File: src/rtl/core/wiggle_reorder_sorter_assert.svh
// Assertion helpers for the sorter RTL, included by wrs_back.
// Each macro expects a clock named i_clk and an active-low reset named i_rst_n in scope.
`ifndef WIGGLE_REORDER_SORTER_ASSERT_SVH
`define WIGGLE_REORDER_SORTER_ASSERT_SVH

// A condition that must hold at every clock edge outside reset.
`define WRS_ASSERT_ALWAYS(lbl, expr, msg) \
    lbl: assert property (@(posedge i_clk) disable iff (!i_rst_n) (expr)) else $error(msg);

// A consequence that must hold in the same cycle as its cause.
`define WRS_ASSERT_IMPL(lbl, ante, cons, msg) \
    lbl: assert property (@(posedge i_clk) disable iff (!i_rst_n) (ante) |-> (cons)) \
        else $error(msg);

// A consequence that must hold in the cycle after its cause.
`define WRS_ASSERT_NEXT(lbl, ante, cons, msg) \
    lbl: assert property (@(posedge i_clk) disable iff (!i_rst_n) (ante) |=> (cons)) \
        else $error(msg);

`endif

File: src/rtl/core/wrs_pkg.sv
`timescale 1ns / 1ps
`default_nettype none

package wrs_pkg;

    // Control fields of the queue head, as seen by the back end.
    typedef struct packed {
        logic valid;
        logic last;
    } t_queue_ctl;

    // Back-end sequencer states.
    typedef enum logic [2:0] {
        S_IDLE,
        S_CMP,
        S_PUT,
        S_EMIT_RD,
        S_EMIT_LD
    } t_back_state;

    // Number of entries in the queue between front and back.
    localparam int unsigned QUEUE_DEPTH = 2;

endpackage

`default_nettype wire

File: src/rtl/core/wrs_ram.sv
`timescale 1ns / 1ps
`default_nettype none

module wrs_ram #(
    parameter int unsigned WIDTH = 16,
    parameter int unsigned DEPTH = 64
) (
    input  wire logic                                       i_clk,
    input  wire logic                                       i_we,
    input  wire logic [(DEPTH > 1 ? $clog2(DEPTH) : 1)-1:0] i_waddr,
    input  wire logic [WIDTH-1:0]                           i_wdata,
    input  wire logic [(DEPTH > 1 ? $clog2(DEPTH) : 1)-1:0] i_raddr,
    output logic      [WIDTH-1:0]                           o_rdata
);

    logic [WIDTH-1:0] r_mem [DEPTH];

    // One write port and one registered read port.
    always_ff @(posedge i_clk) begin
        if (i_we) begin
            r_mem[i_waddr] <= i_wdata;
        end
        o_rdata <= r_mem[i_raddr];
    end

endmodule

`default_nettype wire

File: src/rtl/core/wrs_front.sv
`timescale 1ns / 1ps
`default_nettype none

module wrs_front
    import wrs_pkg::*;
#(
    parameter int unsigned VALUE_BITS = 16
) (
    input  wire logic                  i_clk,
    input  wire logic                  i_rst_n,
    input  wire logic                  i_valid,
    output logic                       o_ready,
    input  wire logic [VALUE_BITS-1:0] i_value,
    input  wire logic                  i_last,
    output t_queue_ctl                 o_q_ctl,
    output logic      [VALUE_BITS-1:0] o_q_value,
    input  wire logic                  i_pop
);

    localparam int unsigned PW = (QUEUE_DEPTH > 1) ? $clog2(QUEUE_DEPTH) : 1;
    localparam int unsigned CW = $clog2(QUEUE_DEPTH + 1);

    logic [VALUE_BITS-1:0] r_value [QUEUE_DEPTH];
    logic                  r_last  [QUEUE_DEPTH];
    logic [PW-1:0]         r_wr_ptr, n_wr_ptr;
    logic [PW-1:0]         r_rd_ptr, n_rd_ptr;
    logic [CW-1:0]         r_fill, n_fill;
    logic                  push;
    logic                  pop;

    // Accept a beat whenever a queue slot is free; the back end pops the head.
    assign o_ready       = (r_fill != CW'(QUEUE_DEPTH));
    assign push          = i_valid && o_ready;
    assign pop           = i_pop && (r_fill != '0);
    assign o_q_ctl.valid = (r_fill != '0);
    assign o_q_ctl.last  = r_last[r_rd_ptr];
    assign o_q_value     = r_value[r_rd_ptr];

    // Pointer and fill bookkeeping.
    always_comb begin
        n_wr_ptr = r_wr_ptr;
        n_rd_ptr = r_rd_ptr;
        n_fill   = r_fill;
        if (push) begin
            n_wr_ptr = (r_wr_ptr == PW'(QUEUE_DEPTH - 1)) ? '0 : r_wr_ptr + PW'(1);
        end
        if (pop) begin
            n_rd_ptr = (r_rd_ptr == PW'(QUEUE_DEPTH - 1)) ? '0 : r_rd_ptr + PW'(1);
        end
        if (push && !pop) begin
            n_fill = r_fill + CW'(1);
        end else if (pop && !push) begin
            n_fill = r_fill - CW'(1);
        end
    end

    always_ff @(posedge i_clk) begin
        if (!i_rst_n) begin
            r_wr_ptr <= '0;
            r_rd_ptr <= '0;
            r_fill   <= '0;
        end else begin
            r_wr_ptr <= n_wr_ptr;
            r_rd_ptr <= n_rd_ptr;
            r_fill   <= n_fill;
        end
    end

    // Queue payload storage.
    always_ff @(posedge i_clk) begin
        if (push) begin
            r_value[r_wr_ptr] <= i_value;
            r_last[r_wr_ptr]  <= i_last;
        end
    end

endmodule

`default_nettype wire

File: src/rtl/core/wrs_back.sv
`timescale 1ns / 1ps
`default_nettype none

module wrs_back
    import wrs_pkg::*;
#(
    parameter int unsigned MAX_ELEMS  = 64,
    parameter int unsigned VALUE_BITS = 16
) (
    input  wire logic                  i_clk,
    input  wire logic                  i_rst_n,
    input  wire t_queue_ctl            i_q_ctl,
    input  wire logic [VALUE_BITS-1:0] i_q_value,
    output logic                       o_pop,
    output logic                       o_valid,
    input  wire logic                  i_ready,
    output logic      [VALUE_BITS-1:0] o_value_res,
    output logic                       o_last_res
);

`include "wiggle_reorder_sorter_assert.svh"

    localparam int unsigned AW = (MAX_ELEMS > 1) ? $clog2(MAX_ELEMS) : 1;
    localparam int unsigned CW = $clog2(MAX_ELEMS + 1);

    t_back_state           r_state, n_state;
    logic [CW-1:0]         r_count, n_count;
    logic [AW-1:0]         r_pos, n_pos;
    logic [VALUE_BITS-1:0] r_val, n_val;
    logic                  r_last, n_last;
    logic [AW-1:0]         r_lo, n_lo;
    logic [AW-1:0]         r_hi, n_hi;
    logic [CW-1:0]         r_left, n_left;
    logic                  r_odd, n_odd;
    logic                  r_out_valid;
    logic [VALUE_BITS-1:0] r_out_value;
    logic                  r_out_last;

    logic                  ram_we;
    logic [AW-1:0]         ram_waddr;
    logic [VALUE_BITS-1:0] ram_wdata;
    logic [AW-1:0]         ram_raddr;
    logic [VALUE_BITS-1:0] ram_rdata;

    logic                  full;
    logic                  greater;
    logic                  load_ok;
    logic                  first_put;
    logic                  ins_done;
    logic                  emit_start;
    logic [CW-1:0]         emit_n;
    logic [CW-1:0]         emit_nm1;
    logic [CW-1:0]         count_m1;
    logic                  in_emit;
    logic                  final_load;

    // Sorted store.
    wrs_ram #(
        .WIDTH (VALUE_BITS),
        .DEPTH (MAX_ELEMS)
    ) u_store (
        .i_clk   (i_clk),
        .i_we    (ram_we),
        .i_waddr (ram_waddr),
        .i_wdata (ram_wdata),
        .i_raddr (ram_raddr),
        .o_rdata (ram_rdata)
    );

    // Shared conditions.
    assign full      = (r_count == CW'(MAX_ELEMS));
    assign greater   = ($signed(ram_rdata) > $signed(r_val));
    assign load_ok   = !r_out_valid || i_ready;
    assign first_put = (r_state == S_IDLE) && i_q_ctl.valid && !full && (r_count == '0);
    assign ins_done  = first_put || ((r_state == S_CMP) && !greater) || (r_state == S_PUT);
    assign count_m1  = r_count - CW'(1);
    assign emit_n    = ins_done ? (r_count + CW'(1)) : r_count;
    assign emit_nm1  = emit_n - CW'(1);
    assign emit_start = (n_state == S_EMIT_RD) && (r_state != S_EMIT_LD);
    assign in_emit    = (r_state == S_EMIT_RD) || (r_state == S_EMIT_LD);
    assign final_load = (r_state == S_EMIT_LD) && load_ok && (r_left == CW'(1));

    // Next state.
    always_comb begin
        n_state = r_state;
        case (r_state)
            S_IDLE: begin
                if (i_q_ctl.valid) begin
                    if (full || (r_count == '0)) begin
                        n_state = i_q_ctl.last ? S_EMIT_RD : S_IDLE;
                    end else begin
                        n_state = S_CMP;
                    end
                end
            end
            S_CMP: begin
                if (greater) begin
                    n_state = (r_pos == AW'(1)) ? S_PUT : S_CMP;
                end else begin
                    n_state = r_last ? S_EMIT_RD : S_IDLE;
                end
            end
            S_PUT: begin
                n_state = r_last ? S_EMIT_RD : S_IDLE;
            end
            S_EMIT_RD: begin
                n_state = S_EMIT_LD;
            end
            S_EMIT_LD: begin
                if (load_ok) begin
                    n_state = (r_left == CW'(1)) ? S_IDLE : S_EMIT_RD;
                end
            end
            default: begin
                n_state = S_IDLE;
            end
        endcase
    end

    // Store port controls and queue pop.
    always_comb begin
        o_pop     = 1'b0;
        ram_we    = 1'b0;
        ram_waddr = r_pos;
        ram_wdata = r_val;
        ram_raddr = r_odd ? r_hi : r_lo;
        case (r_state)
            S_IDLE: begin
                o_pop     = i_q_ctl.valid;
                ram_raddr = count_m1[AW-1:0];
                if (first_put) begin
                    ram_we    = 1'b1;
                    ram_waddr = '0;
                    ram_wdata = i_q_value;
                end
            end
            S_CMP: begin
                // Shift larger entry up a slot, read next lower; else store value.
                ram_we    = 1'b1;
                ram_raddr = r_pos - AW'(2);
                ram_wdata = greater ? ram_rdata : r_val;
            end
            S_PUT: begin
                ram_we    = 1'b1;
                ram_waddr = '0;
            end
            S_EMIT_RD, S_EMIT_LD: begin
                ram_raddr = r_odd ? r_hi : r_lo;
            end
            default: begin
                o_pop = 1'b0;
            end
        endcase
    end

    // Datapath register updates.
    always_comb begin
        n_count = r_count;
        n_pos   = r_pos;
        n_val   = r_val;
        n_last  = r_last;
        n_lo    = r_lo;
        n_hi    = r_hi;
        n_left  = r_left;
        n_odd   = r_odd;
        if ((r_state == S_IDLE) && i_q_ctl.valid) begin
            n_val  = i_q_value;
            n_last = i_q_ctl.last;
            n_pos  = r_count[AW-1:0];
        end
        if ((r_state == S_CMP) && greater) begin
            n_pos = r_pos - AW'(1);
        end
        if (ins_done) begin
            n_count = r_count + CW'(1);
        end
        // Wiggle order starts at the lower median and at the top entry.
        if (emit_start) begin
            n_hi   = emit_nm1[AW-1:0];
            n_lo   = AW'(emit_nm1 >> 1);
            n_left = emit_n;
            n_odd  = 1'b0;
        end
        if ((r_state == S_EMIT_LD) && load_ok) begin
            if (r_odd) begin
                n_hi = (r_hi != '0) ? r_hi - AW'(1) : r_hi;
            end else begin
                n_lo = (r_lo != '0) ? r_lo - AW'(1) : r_lo;
            end
            n_odd  = !r_odd;
            n_left = r_left - CW'(1);
            if (r_left == CW'(1)) begin
                n_count = '0;
            end
        end
    end

    // Control registers.
    always_ff @(posedge i_clk) begin
        if (!i_rst_n) begin
            r_state     <= S_IDLE;
            r_count     <= '0;
            r_out_valid <= 1'b0;
        end else begin
            r_state <= n_state;
            r_count <= n_count;
            if ((r_state == S_EMIT_LD) && load_ok) begin
                r_out_valid <= 1'b1;
            end else if (i_ready) begin
                r_out_valid <= 1'b0;
            end
        end
    end

    // Payload registers.
    always_ff @(posedge i_clk) begin
        r_pos  <= n_pos;
        r_val  <= n_val;
        r_last <= n_last;
        r_lo   <= n_lo;
        r_hi   <= n_hi;
        r_left <= n_left;
        r_odd  <= n_odd;
        if ((r_state == S_EMIT_LD) && load_ok) begin
            r_out_value <= ram_rdata;
            r_out_last  <= (r_left == CW'(1));
        end
    end

    assign o_valid     = r_out_valid;
    assign o_value_res = r_out_value;
    assign o_last_res  = r_out_last;

    `WRS_ASSERT_ALWAYS(a_count_bound, r_count <= CW'(MAX_ELEMS), "element count over capacity")
    `WRS_ASSERT_IMPL(a_no_write_in_emit, in_emit, !ram_we, "store written during emission")
    `WRS_ASSERT_IMPL(a_pos_nonzero, r_state == S_CMP, r_pos != '0, "insertion compare at slot zero")
    `WRS_ASSERT_NEXT(a_count_cleared, final_load, r_count == '0, "count not cleared")

endmodule

`default_nettype wire

File: src/rtl/core/wiggle_reorder_sorter.sv
// Once the back end takes a value beat, insertion walks down from the top entry, shifting each
// larger stored entry up one slot (an empty store takes it directly, a full store drops it).
// The beat flagged last then streams the set out in wiggle order via the registered read of the
// single store read port; each result beat is loaded before the next read, waiting while stalled.
// After insertion the first beat passes the read and load states; the input queue holds 2 beats.
// Reset clears the queue, the element count and the output valid; store contents are not cleared.
`timescale 1ns / 1ps
`default_nettype none

module wiggle_reorder_sorter
    import wrs_pkg::*;
#(
    parameter int unsigned MAX_ELEMS  = 64,
    parameter int unsigned VALUE_BITS = 16
) (
    input  wire logic                  i_clk,
    input  wire logic                  i_rst_n,
    input  wire logic                  i_valid,
    output logic                       o_ready,
    input  wire logic [VALUE_BITS-1:0] i_value,
    input  wire logic                  i_last,
    output logic                       o_valid,
    input  wire logic                  i_ready,
    output logic      [VALUE_BITS-1:0] o_value_res,
    output logic                       o_last_res
);

    t_queue_ctl            q_ctl;
    logic [VALUE_BITS-1:0] q_value;
    logic                  q_pop;

    // Input queue.
    wrs_front #(
        .VALUE_BITS (VALUE_BITS)
    ) u_front (
        .i_clk     (i_clk),
        .i_rst_n   (i_rst_n),
        .i_valid   (i_valid),
        .o_ready   (o_ready),
        .i_value   (i_value),
        .i_last    (i_last),
        .o_q_ctl   (q_ctl),
        .o_q_value (q_value),
        .i_pop     (q_pop)
    );

    // Insertion sort and wiggle emission.
    wrs_back #(
        .MAX_ELEMS  (MAX_ELEMS),
        .VALUE_BITS (VALUE_BITS)
    ) u_back (
        .i_clk       (i_clk),
        .i_rst_n     (i_rst_n),
        .i_q_ctl     (q_ctl),
        .i_q_value   (q_value),
        .o_pop       (q_pop),
        .o_valid     (o_valid),
        .i_ready     (i_ready),
        .o_value_res (o_value_res),
        .o_last_res  (o_last_res)
    );

endmodule

`default_nettype wire
File: config.mk
export PLATFORM = sky130hd
export DESIGN_NAME = wiggle_reorder_sorter
export DESIGN_NICKNAME = d
export VERILOG_FILES = /design/src/rtl/core/wrs_pkg.sv /design/src/rtl/core/wrs_ram.sv /design/src/rtl/core/wrs_front.sv /design/src/rtl/core/wrs_back.sv /design/src/rtl/core/wiggle_reorder_sorter.sv
export VERILOG_INCLUDE_DIRS = /design/src /design/src/rtl/core
export SDC_FILE = /design/constraint.sdc
export NUM_CORES = 2
export LEC_CHECK = 0
export ABC_AREA = 1
export BUFFER_PORTS_ARGS = -buffer_cell sky130_fd_sc_hd__buf_4
export CORE_ASPECT_RATIO = 1.5
export CORE_UTILIZATION = 33
export DETAILED_ROUTE_END_ITERATION = 6
export PLACE_DENSITY = 0.58
export SYNTH_ARGS = -nofsm -noshare
export SYNTH_HDL_FRONTEND = slang
export SYNTH_HIERARCHICAL = 1
export SYNTH_SLANG_ARGS = --single-unit
File: constraint.sdc
create_clock -name i_clk -period 9.38 [get_ports i_clk]
set_input_delay 1.407 -clock i_clk [delete_from_list [all_inputs] [get_ports i_clk]]
set_output_delay 1.407 -clock i_clk [all_outputs]
set_load 0.01 [all_outputs]
# After elaboration in Yosys (flattened, before gate mapping)
# Memories as Yosys holds them, arrays and structs flattened. A register that Yosys moved wholly into a read port is not among the register bits.
# Cells that the tools add are included.
[op_classes]
n_eq_ne = 12
n_addsub = 12
reduce_logical = 31
muxes = 50
magnitude_cmp = 1
[ops]
columns = ["operator", "n"]
rows = [
  ["$mux W6", 12],
  ["$mux W7", 5],
  ["$mux W16", 2],
  ["$pmux W16 S2", 1],
  ["$pmux W6 S2", 2],
  ["$sub A6 B1 Y6 const B", 4],
  ["$gt A16 B16 Y1", 1],
  ["$mux W1", 16],
  ["$pmux W3 S5", 1],
  ["$sub A7 B1 Y7 const B", 2],
  ["$mux W2", 6],
  ["$mux W3", 4],
  ["$reduce_bool A6 Y1", 2],
  ["$logic_and A1 B1 Y1", 11],
  ["$reduce_bool A2 Y1", 5],
  ["$eq A3 B2 Y1 const B", 3],
  ["$add A7 B1 Y7 const B", 1],
  ["$eq A7 B1 Y1 const B", 1],
  ["$eq A7 B7 Y1 const B", 1],
  ["$logic_not A7 Y1", 1],
  ["$eq A6 B1 Y1 const B", 1],
  ["$logic_not A1 Y1", 6],
  ["$ne A3 B3 Y1 const B", 2],
  ["$sub A6 B2 Y6 const B", 1],
  ["other kinds (11)", 15],
]
[word_totals]
n_memories = 3
wordCells = 124
regBits = 75
in_bits = 21
output_inout_bits = 19
ram_bits = 1058
[memory_table]
columns = ["memory", "depth", "width", "read_ports", "rd_clocked_by_memory_dff", "write_ports", "line", "text"]
rows = [
  ["u_back.u_store.r_mem", 64, 16, 1, 1, 1, "wrs_ram.sv:16", "logic [WIDTH-1:0] r_mem [DEPTH];"],
  ["u_front.r_value", 2, 16, 1, 1, 1, "wrs_front.sv:23", "logic [VALUE_BITS-1:0] r_value [QUEUE_DEPTH];"],
  ["u_front.r_last", 2, 1, 1, 1, 1, "wrs_front.sv:24", "logic r_last [QUEUE_DEPTH];"],
]

# Logic depth before layout (Yosys ltp)
[logic_depth]
depth_word = 11
depth_mapped = 24
ltp_nobuf = 24

# Cells and area by module
# Netlist, hierarchy kept.
[by_module_without_submodules]
columns = ["mod", "cells_each", "instances", "area_per_inst_um2", "seq_area_each_um2"]
rows = [
  ["wrs_ram", 3517, 1, 42099.1, 31069.8],
  ["wrs_back", 551, 1, 4600.7, 2021.9],
  ["wrs_front", 90, 1, 1521.5, 1121.1],
]

# Worst setup path before layout
# Ideal clock, no wire load.
[synth_timing]
kind = "register -> register"
start = "reg u_back.r_val[15]"
end = "mem u_back.u_store.r_mem[0][14], data pin"
arrival_time_ns = 3.825
setup_time_ns = 0.582
period_less_slack_ns = 4.407
path_buffers = 1
setup_slack_ns = 4.973
stages_incl_launch_ff = 13
t_required_ns = 8.798
path_cell_list = "edfxtp_1 inv_1 ha_1 a21oi_1 o21ai_0 a21oi_1 nand3_1 nand3_2 nand2_4 o21ai_0 buf_2 nand2_1 a32oi_1"
[synth_via]
elab_chain_cells = 3
[synth_lines]
columns = ["item", "line", "text"]
rows = [
  ["from (decl)", "wrs_back.sv:29", "logic [VALUE_BITS-1:0] r_val, n_val;"],
  ["from (signal assigned)", "wrs_back.sv:218", "r_val <= n_val;"],
  ["$gt A16 B16 Y1", "wrs_back.sv:72", "assign greater = ($signed(ram_rdata) > $signed(r_val));"],
  ["$mux W16", "wrs_back.sv:141", "ram_wdata = greater ? ram_rdata : r_val;"],
  ["$pmux W16 S2", "wrs_back.sv:127", "case (r_state)"],
  ["named net u_back.ram_wdata[14]", "wrs_back.sv:41", "logic [VALUE_BITS-1:0] ram_wdata;"],
  ["to (decl)", "wrs_ram.sv:16", ""],
]
# The timed path passes the listed nets, and every way through them passes these cells.

# Worst setup path after layout
[layout_timing]
start = "reg u_back.r_state[1]"
end = "reg u_back.u_store.o_rdata[14], read port of u_back.u_store.r_mem"
[layout_via]
elab_chain_cells = 2
word_cells_on_any_way = 3
cone_classes = "eq/ne: 1; mux: 1; reduce/logical: 1"
[layout_lines]
columns = ["item", "line", "text"]
rows = [
  ["from (decl)", "wrs_back.sv:26", "t_back_state r_state, n_state;"],
  ["from (signal assigned)", "wrs_back.sv:205", "r_state <= n_state;"],
  ["$eq A3 B1 Y1 / $logic_not A3 Y1 (equally long branches)", "wrs_back.sv:127", ""],
  ["$pmux W6 S2 (*)", "wrs_back.sv:127", ""],
  ["named net u_back.ram_raddr[0]", "wrs_back.sv:42", "logic [AW-1:0] ram_raddr;"],
  ["to (decl)", "wrs_ram.sv:13", "output logic [WIDTH-1:0] o_rdata"],
]
# The timed path passes the listed nets; every way through them passes the cells marked *.
# A chain may end at the register's enable or synchronous reset.

==> reports/results.ini <==
[status]
outcome = completed

[worst_setup_path]
r2r-start = u_back/r_state[1]
critPathArrivalTime_ps = 6400
required_ps = 9950
crit_path_max_fanout = 203
worstSetupStartpoint = u_back/r_state[1]
cp-end-kind = register
worstSetupPathType = reg2reg
worstSetupStartpointType = register

[placed_design]
hpwl_um = 75700
place_congestion = 0.836
io_buffers = 39

[cts]
cts.sinks = 1150
numCtsBuffers = 103
cts_resized = 0
hold_buffers = 0
post_cts_buffers = 0
cts-root-buf = clkbuf_16
cts_buffer_depth = 3
path_clk_slew_ps = 70
cts-htree-levels = 3
cts_tree = built
clock_latency_ps = 720

[route]
detail_route.iter0.violations = 2675
drc = 0
drt_first_pass_iters = 6
wl_per_cell_um = 21.7
drtAntennaViolNets = 0
routed_wl_um = 134000
viasPerCell = 5.08
vias = 31300

[floorplan]
fp.coreArea_um2 = 145000
die-area_um2 = 148000
die_x_um = 314
die_h_um = 470
rows = 171
io_pins = 40
initial_utilization = 0.333

[synth]
async_reset_ff_frac = 0
syn-num-nets = 4207
syn-mean-instance-area_um2 = 11.6
yosys.area.top_type = edfxtp_1
synth_top_area_frac = 0.696
synthTopCellsByCount = nand2_1 (1414), edfxtp_1 (1118), nand3_1 (900), nor2_1 (124), buf_2 (116)
synth_edf_count = 1118
synth.distinct_cells = 48
synth_area_leaders = edfxtp_1 (70%), nand2_1 (11%), nand3_1 (9.3%)
synth-main-ff-cell = edfxtp_1
yosys_warnings = 6
yosysSeqAreaShare = 0.709
syn_inst = 4158
netlist_area_um2 = 48200
synthMostInstantiatedCell = nand2_1
yosys_register_bits = 1150

[flow_run]
cap_viol_max_count = 0

[timing]
hold_violations = 0
rsz0062_at_grt = false
fmax_mhz = 171
fin_crit_ps = 5830
final.period_utilization = 0.622
tightest_slew_ps = 1140
setup_viol = 0
drv_slew = 0
max_slew_margin = 0.238
fin_tns_setup_ps = 0
skew_ps = 39.4

[grt]
overflow = 0
grt_pass1_vias = 30600
grt_max_degree = 204
antenna_found_initial = 2
grt_pass1_wl_um = 199000
track_usage = 0.180

[cells_and_area]
nFillCells = 13800
syn_to_final_growth_pct = 12.2
nets = 4221
drive_gt1_frac = 0.0892

[hold_path]
hold_path.class = reg2reg
hp-start = u_front/r_rd_ptr

cells in the final DEF (no fill, tap or decap), types with 4 or more instances in the layout:
cell / count
inv_1: 88
nor4_2: 8
mux2_2: 7
clkbuf_16: 105
buf_4: 143
mux2_4: 10
o21ai_0: 26
a32oi_4: 9
clkinv_2: 19
o211ai_1: 8
nor3_1: 4
clkinv_1: 16
nand3_1: 900
bufinv_16: 15
clkbuf_8: 8
inv_2: 7
nand2_1: 1414
ha_1: 28
nor2_1: 123
xor2_1: 13
edfxtp_1: 1118
a21oi_1: 42
a31oi_1: 4
nand4_1: 17
dfxtp_1: 32
a22oi_1: 6
clkbuf_1: 23
nand2_2: 8
o21ai_1: 6
layer usage:
layer / global-route usage / wire, µm / vias up
li1: - / - / 14600
met1: 0.204 / 50100 / 15500
met2: 0.321 / 69200 / 972
met3: 0.0207 / 6460 / 259
met4: 0.107 / 8260 / 0
met5: 0 / 0 / -
critical path: stages, from the launching register on:
cell      delay [ps]
dfxtp_1          420
inv_1             80
nand3_1          450
nand2_1          270
inv_2            650
o211ai_1         280
o221ai_4         150
buf_12           540
inv_16           310
buf_4            660
nand2_1          180
nand3_1           90
nand3_1          130
nand2_1           60
nand2_1           50
nand3_1          360
nand3_1          390
nand2_1           90
flip-flops by register name, indices dropped and copies added, names as in the netlist, 2 cells and up, named ones only:
register	flops
u_front/r_last	2
u_front/r_fill	2
u_back/u_store/o_rdata	16
u_back/o_value_res	16
u_back/r_state	3
u_back/u_store/r_mem	1024
u_back/r_lo	6
u_back/r_pos	6
u_back/r_hi	6
u_front/r_value	32
u_back/r_left	7
u_back/r_val	16
u_back/r_count	7
final timing paths:
path	slack [ps]	depth (start not counted)	end
min	510	2	u_front/r_rd_ptr
max reg2reg	3550	17	u_back/u_store/o_rdata[14]
min reg2reg	510	2	u_front/r_rd_ptr
max	3550	17	u_back/u_store/o_rdata[14]
layout make-up:
| cell class | instances | area [µm²] | share of cell area |
|---|---|---|---|
| sequential | 1150 | 34200 | 0.633 |
| clock buffer | 136 | 2820 | 0.0522 |
| tap | 1903 | 2380 | 0.0440 |
| clock inverter | 55 | 702 | 0.0130 |
| antenna | 2 | 5.00 | 0.0000925 |
| multi-input combinational | 2669 | 12400 | 0.230 |
| timing repair buffer | 146 | 1130 | 0.0210 |
| inverter | 102 | 410 | 0.00759 |
through the flow:
step                instances  instance area [µm²]   util  hold slack (ps)  setup WS [ps]
finish                   6163                54100  0.373              510           3550
global route             6163                54100  0.373              553           3210
CTS                      6161                54100  0.373              518           3650
detailed placement       5970                50500  0.349              503           3720
global placement         5970                50500  0.349              478           3760
floorplan                4158                48200      -              430           4970
cell families (layout without fill, tap and decap cells):
| logic type | count (synthesis) | in the layout | synth area share |
|---|---|---|---|
| adders and majority gates | 28 | 28 | 0.00727 |
| xor gates and xnor gates | 16 | 16 | 0.00291 |
| DFF | 1150 | 1150 | 0.709 |
| and+or+nand+nor | 2492 | 2492 | 0.221 |
| AOI/OAI and AO/OA | 116 | 116 | 0.0146 |
| other | 0 | 2 | 0 |
| buffers and inverters | 339 | 439 | 0.0395 |
| muxes | 17 | 17 | 0.00475 |
Power is not shown: default switching activity piles up to over one toggle a cycle in this logic, so the estimate is an artifact.
